--- config.mk ---
export PLATFORM = sky130hd
export DESIGN_NAME = isp_ctrl
export DESIGN_NICKNAME = d
export VERILOG_FILES = /design/src/rtl/isp_pkg.sv /design/src/rtl/isp_ctrl.sv
export VERILOG_INCLUDE_DIRS = /design/src /design/src/rtl
export SDC_FILE = /design/constraint.sdc
export NUM_CORES = 1
export LEC_CHECK = 0
export BUFFER_PORTS_ARGS = -buffer_cell sky130_fd_sc_hd__buf_4
export CAP_MARGIN = 20
export CORE_ASPECT_RATIO = 0.7
export CORE_MARGIN = 2
export CORE_UTILIZATION = 24
export DETAILED_ROUTE_END_ITERATION = 10
export GPL_ROUTABILITY_DRIVEN = 0
export GPL_TIMING_DRIVEN = 0
export SLEW_MARGIN = 10
export SYNTH_ARGS = -nofsm -noshare
export SYNTH_HDL_FRONTEND = slang
export SYNTH_SLANG_ARGS = --single-unit
--- constraint.sdc ---
create_clock -name i_clk -period 1.8 [get_ports i_clk]
set_input_delay 0.18 -clock i_clk [delete_from_list [all_inputs] [get_ports i_clk]]
set_output_delay 0.18 -clock i_clk [all_outputs]
set_load 0.03 [all_outputs]
--- src/rtl/assert_macros.svh ---
// assertion helpers, clocked and disabled during reset
`ifndef ASSERT_MACROS_SVH
`define ASSERT_MACROS_SVH

// property must hold at every clock edge out of reset
`define ASSERT_PROP(lbl, clk, rst_n, prop, msg) \
    lbl: assert property (@(posedge clk) disable iff (!rst_n) (prop)) else $error(msg);

// condition must never be true at a clock edge out of reset
`define ASSERT_NEVER(lbl, clk, rst_n, cond, msg) \
    lbl: assert property (@(posedge clk) disable iff (!rst_n) !(cond)) else $error(msg);

`endif

--- src/rtl/isp_pkg.sv ---
`default_nettype none

package isp_pkg;

    localparam int MAX_DEPTH     = 64;
    localparam int DEPTH_DEFAULT = 64;
    localparam int VAL_W         = 32;
    localparam int CNT_W         = $clog2(MAX_DEPTH + 1);

    typedef struct packed {
        logic             insert;
        logic             shift;
        logic [CNT_W-1:0] count;
    } t_dp_cmd;

endpackage

`default_nettype wire

--- src/rtl/isp_ctrl.sv ---
`default_nettype none

`include "assert_macros.svh"

module isp_ctrl #(
    parameter int DEPTH = isp_pkg::DEPTH_DEFAULT
) (
    input  wire              i_clk,
    input  wire              i_rst_n,
    input  wire              start,
    input  wire              i_last,
    output logic             busy,
    output isp_pkg::t_dp_cmd o_cmd,
    output logic             o_strobe,
    output logic             o_final_res,
    output logic             o_dropped
);

    typedef enum logic {
        S_LOAD,
        S_EMIT
    } t_state;

    localparam logic [isp_pkg::CNT_W-1:0] FULL = isp_pkg::CNT_W'(DEPTH);

    t_state                    r_state;
    logic [isp_pkg::CNT_W-1:0] r_count;
    logic [isp_pkg::CNT_W-1:0] r_remaining;
    logic                      r_overflow;
    logic                      r_strobe;
    logic                      r_final;
    logic                      r_dropped;

    logic                      w_accept;
    logic                      w_room;
    logic                      w_last_out;
    logic [isp_pkg::CNT_W-1:0] n_count;
    logic                      n_overflow;

    assign busy       = (r_state == S_EMIT);
    assign w_accept   = start && !busy;
    assign w_room     = (r_count < FULL);
    assign w_last_out = (r_remaining == isp_pkg::CNT_W'(1));

    assign n_count    = w_room ? r_count + isp_pkg::CNT_W'(1) : r_count;
    assign n_overflow = r_overflow || !w_room;

    assign o_cmd.insert = w_accept && w_room;
    assign o_cmd.shift  = busy;
    assign o_cmd.count  = r_count;

    always_ff @(posedge i_clk) begin
        if (!i_rst_n) begin
            r_state     <= S_LOAD;
            r_count     <= '0;
            r_remaining <= '0;
            r_overflow  <= 1'b0;
            r_strobe    <= 1'b0;
            r_final     <= 1'b0;
            r_dropped   <= 1'b0;
        end else begin
            r_strobe  <= 1'b0;
            r_final   <= 1'b0;
            r_dropped <= 1'b0;
            unique case (r_state)
                S_LOAD: begin
                    if (w_accept) begin
                        r_count    <= n_count;
                        r_overflow <= n_overflow;
                        if (i_last) begin
                            r_remaining <= n_count;
                            r_state     <= S_EMIT;
                        end
                    end
                end
                S_EMIT: begin
                    r_strobe    <= 1'b1;
                    r_final     <= w_last_out;
                    r_dropped   <= w_last_out && r_overflow;
                    r_remaining <= r_remaining - isp_pkg::CNT_W'(1);
                    if (w_last_out) begin
                        r_count    <= '0;
                        r_overflow <= 1'b0;
                        r_state    <= S_LOAD;
                    end
                end
                default: begin
                    r_state <= S_LOAD;
                end
            endcase
        end
    end

    assign o_strobe    = r_strobe;
    assign o_final_res = r_final;
    assign o_dropped   = r_dropped;

    `ASSERT_PROP(a_final_ends_emit, i_clk, i_rst_n, (r_strobe && r_final) |-> (r_state == S_LOAD), "final transfer while still emitting")
    `ASSERT_PROP(a_dropped_on_final, i_clk, i_rst_n, r_dropped |-> (r_final && r_strobe), "dropped flag outside final transfer")
    `ASSERT_PROP(a_count_bound, i_clk, i_rst_n, r_count <= FULL, "element count beyond depth")
    `ASSERT_NEVER(a_emit_nonempty, i_clk, i_rst_n, (r_state == S_EMIT) && (r_remaining == '0), "emitting with nothing left")

endmodule

`default_nettype wire
==> impl_metrics.csv <==
group,metric,value,unit
timing,worst_pin_slew,0.5015,ns
final_layout,final_area,1231,sq um
routing,finalWirelength,2504,um
timing,timing.final.max_slew_violations,0,
critical_path,worst-endpoint-arrival,1.75,ns
clock_network,tritoncts.num_buffers,3,
power,p_sw_frac,0.3035,
timing,timing_hold_violations_final,0,
final_layout,layout_cells_sized_above_1,0.1888,
critical_path,worstSetupEndpointType,"flop",
critical_path,worst_r2r_path_depth,4,
critical_path,critical_path.cell_chain,"clkbuf_1, a21oi_1, a222oi_1, nor2_1",
routing,drt-wirelength-per-cell,12.84,um
power,cellPowerDensity,788.7,nW/um^2
timing,relSlewSlack,0.6657,
placed_design,dp.final_hpwl,1870,um
synth,async_reset_ff_frac,0,
synth,synthesis.area,994.7,sq um
global_route,grt_antenna_before_repair,0,
clock_network,cts.sink_count,19,
critical_path,worstPathMaxFanout,10,
timing,total_negative_setup_slacks,0,ns
power,clockPowerShare,0.313,
critical_path,r2r_setup_slack,0.19,ns
synth,synth.avg_cell_area,8.022,sq um
worst_hold_path,hold_path.startpoint,"i_last",
clock_network,cts.path.max_buffers,2,
synth,synth_top_flop_cell,"dfxtp_1",
timing,period_needed,1.612,ns
flow_run,max_cap_viol_count,0,
die,initial_core_util,0.2521,
routing,drt.antenna.violating_nets,0,
routing,drt_iter0_markers,81,
critical_path,critical_path_depth,4,
timing,timing.final.setup_violations,0,
final_layout,most-common-layout-cells,"19 x dfxtp_1, 16 x nand2_1, 16 x buf_4",
worst_hold_path,timing.hold.worst_path_depth,3,
critical_path,crit_type,"reg2reg",
final_layout,areaGrowthSynthToFinish,23.77,%
clock_network,htreeDepth,1,
power,p_comb_frac,0.203,
global_route,grt_use_total,0.1191,
worst_hold_path,worst_hold_path_type,"in2reg",
synth,synth.ff_latch_count,19,
die,die_width,80.95,um
critical_path,cp_num_buf_inv,1,
global_route,grt_max_degree,12,
critical_path,critPathSlowestCell,"dfxtp_1",
critical_path,cell_family_with_the_largest_share_of_critical_path_delay,"compound AO/OA/AOI/OAI gates",
die,core.rowCount,19,
power,internal-power,676.3,uW
synth,synth_fp_nets,131,
power,power_frac_seq,0.484,
critical_path,critical_register_to_register_path_endpoint,"r_remaining[3]$_SDFFE_PN0P_",
die,die-area,4684,sq um
clock_network,clk-insertion-delay-late,0.26,ns
timing,grt_setup_unrepaired,"false",
die,top_level_ports,17,
power,vdd.ir_drop.worst,0.3563,mV
synth,synth-seq-area-share,0.3824,
clock_network,cts_root_buf,"clkbuf_8",
final_layout,fill_cells,432,
critical_path,critical-path-max-stage-delay,0.47,ns
critical_path,timing.critical_path.from_type,"flop",
global_route,global_route.overflow_total,0,
final_layout,final_nets,151,
placed_design,dpl-instance-area,1172,sq um
synth,synth_instances,124,
timing,layout_worst_path_cycle_share,0.8958,
global_route,grt_pass1_wl,4257,um
routing,post-route-drc-count,0,
power,netSwitchingPower,294.7,uW
synth,synth_unique_cells,38,
final_layout,num_antenna_cells,0,
placed_design,placement.io_buffers,15,
global_route,number_of_global_route_vias_before_repair,869,
die,die_height,57.87,um
critical_path,worst_ep_required_time,1.94,ns
status,outcome,"complete, no violations",
timing,max_freq,0.6202,GHz
clock_network,post-cts-setup-buffers,0,
critical_path,regToRegStartpoint,"busy$_SDFF_PN0_",
routing,first_drt_pass_iteration_count,4,
worst_hold_path,hold_end,"busy$_SDFF_PN0_",
routing,vias_per_cell,4.856,
final_layout,final_common_cell,"dfxtp_1",
routing,vias,947,
timing,final.hold.worst_slack,0.3106,ns
synth,yosysWarningCount,0,
power,cell_leakage_power,0.0004859,uW
synth,synth_edf_count,0,
die,core_area,3946,sq um
clock_network,clock_tree_from_tritoncts,"done",
clock_network,clk_pin_slew_worst_paths,0.07,ns
power,design_power_total,971.0,uW
timing,clock-skew-final,0.002581,ns
==> worst max-delay path by stage <==
stage,start,to,slack (ns)
2_1_floorplan,r_count[2]$_SDFFE_PN0P_,r_count[5]$_SDFFE_PN0P_,0.19
3_3_place_gp,busy$_SDFF_PN0_,r_count[2]$_SDFFE_PN0P_,0.09
3_5_place_dp,busy$_SDFF_PN0_,r_count[2]$_SDFFE_PN0P_,0.08
4_1_cts,busy$_SDFF_PN0_,r_count[2]$_SDFFE_PN0P_,0.06
5_1_grt,busy$_SDFF_PN0_,r_remaining[3]$_SDFFE_PN0P_,0.02
6_report,busy$_SDFF_PN0_,r_remaining[3]$_SDFFE_PN0P_,0.19
==> power by group through the flow <==
stage / sequential, uW / combinational [uW] / clock (uW)
finish: 470 / 197 / 304
global route: 474 / 218 / 333
CTS: 469 / 192 / 318
detailed placement: 478 / 191 / 0
global placement: 478 / 189 / 0
floorplan: 485 / 127 / 0
==> sequential cells by signal, indices dropped and copies added, names as in the netlist <==
signal       count
r_count          7
r_remaining      7
busy             1
o_dropped        1
o_final_res      1
o_strobe         1
r_overflow       1
==> stage by stage <==
stage	setup slack (ns)	cells	util
finish	0.1875	195	0.3120
global route	0.02096	195	0.3120
CTS	0.06012	195	0.3088
detailed placement	0.08392	191	0.2971
global placement	0.08885	191	0.2971
floorplan	0.1936	124	-
==> per-layer routing <==
metal  part of all wire  vias up  global-route usage
li1                   -      473                   -
met1               0.54      434              0.1885
met2               0.36       40              0.1547
met3              0.094        0             0.04361
met4                  0        0             0.01453
met5                  0        -                   0
==> cell usage after synthesis (all sizes together), types with 2 or more instances <==
library cell	number	area share
xor2	5	0.044
nand2	16	0.060
xnor2	2	0.018
nand4b	2	0.018
o21ai	7	0.035
nor2b	2	0.013
a31oi	2	0.013
nand3b	2	0.015
nor3	3	0.015
nand3	3	0.020
and2	2	0.013
ha	3	0.038
nor2	15	0.057
or3	4	0.031
dfxtp	19	0.38
inv	5	0.019
clkbuf	4	0.015
a21oi	11	0.055
==> final cells by class <==
type	count	area (sq um)	share of cell area
inverter	5	18.77	0.01524
timing repair buffer	15	112.6	0.09146
clock inverter	1	5.005	0.004065
clock buffer	3	41.29	0.03354
buffer	5	22.52	0.01829
sequential	19	380.4	0.3089
tap	52	65.06	0.05285
multi-input combinational	95	585.6	0.4756
==> logic make-up after synthesis <==
group,share of synthesized area
fa+ha+maj,0.03774
buf+inv,0.04151
flops,0.3824
xor+xnor,0.06164
mux,0.02138
compound gates,0.1736
simple gates,0.2818
==> repair_timing <==
item,4_1_cts,5_1_grt
hold buffers,0,0
gates resized for setup,0,2
endpoints found under the setup margin,0,1
==> worst reg2reg max path, stage by stage, from the launching register on <==
cell	delay [ns]
dfxtp_1	0.47
clkbuf_1	0.42
a21oi_1	0.15
a222oi_1	0.38
nor2_1	0.06
Note: power is estimated with default switching activity, not from simulation.
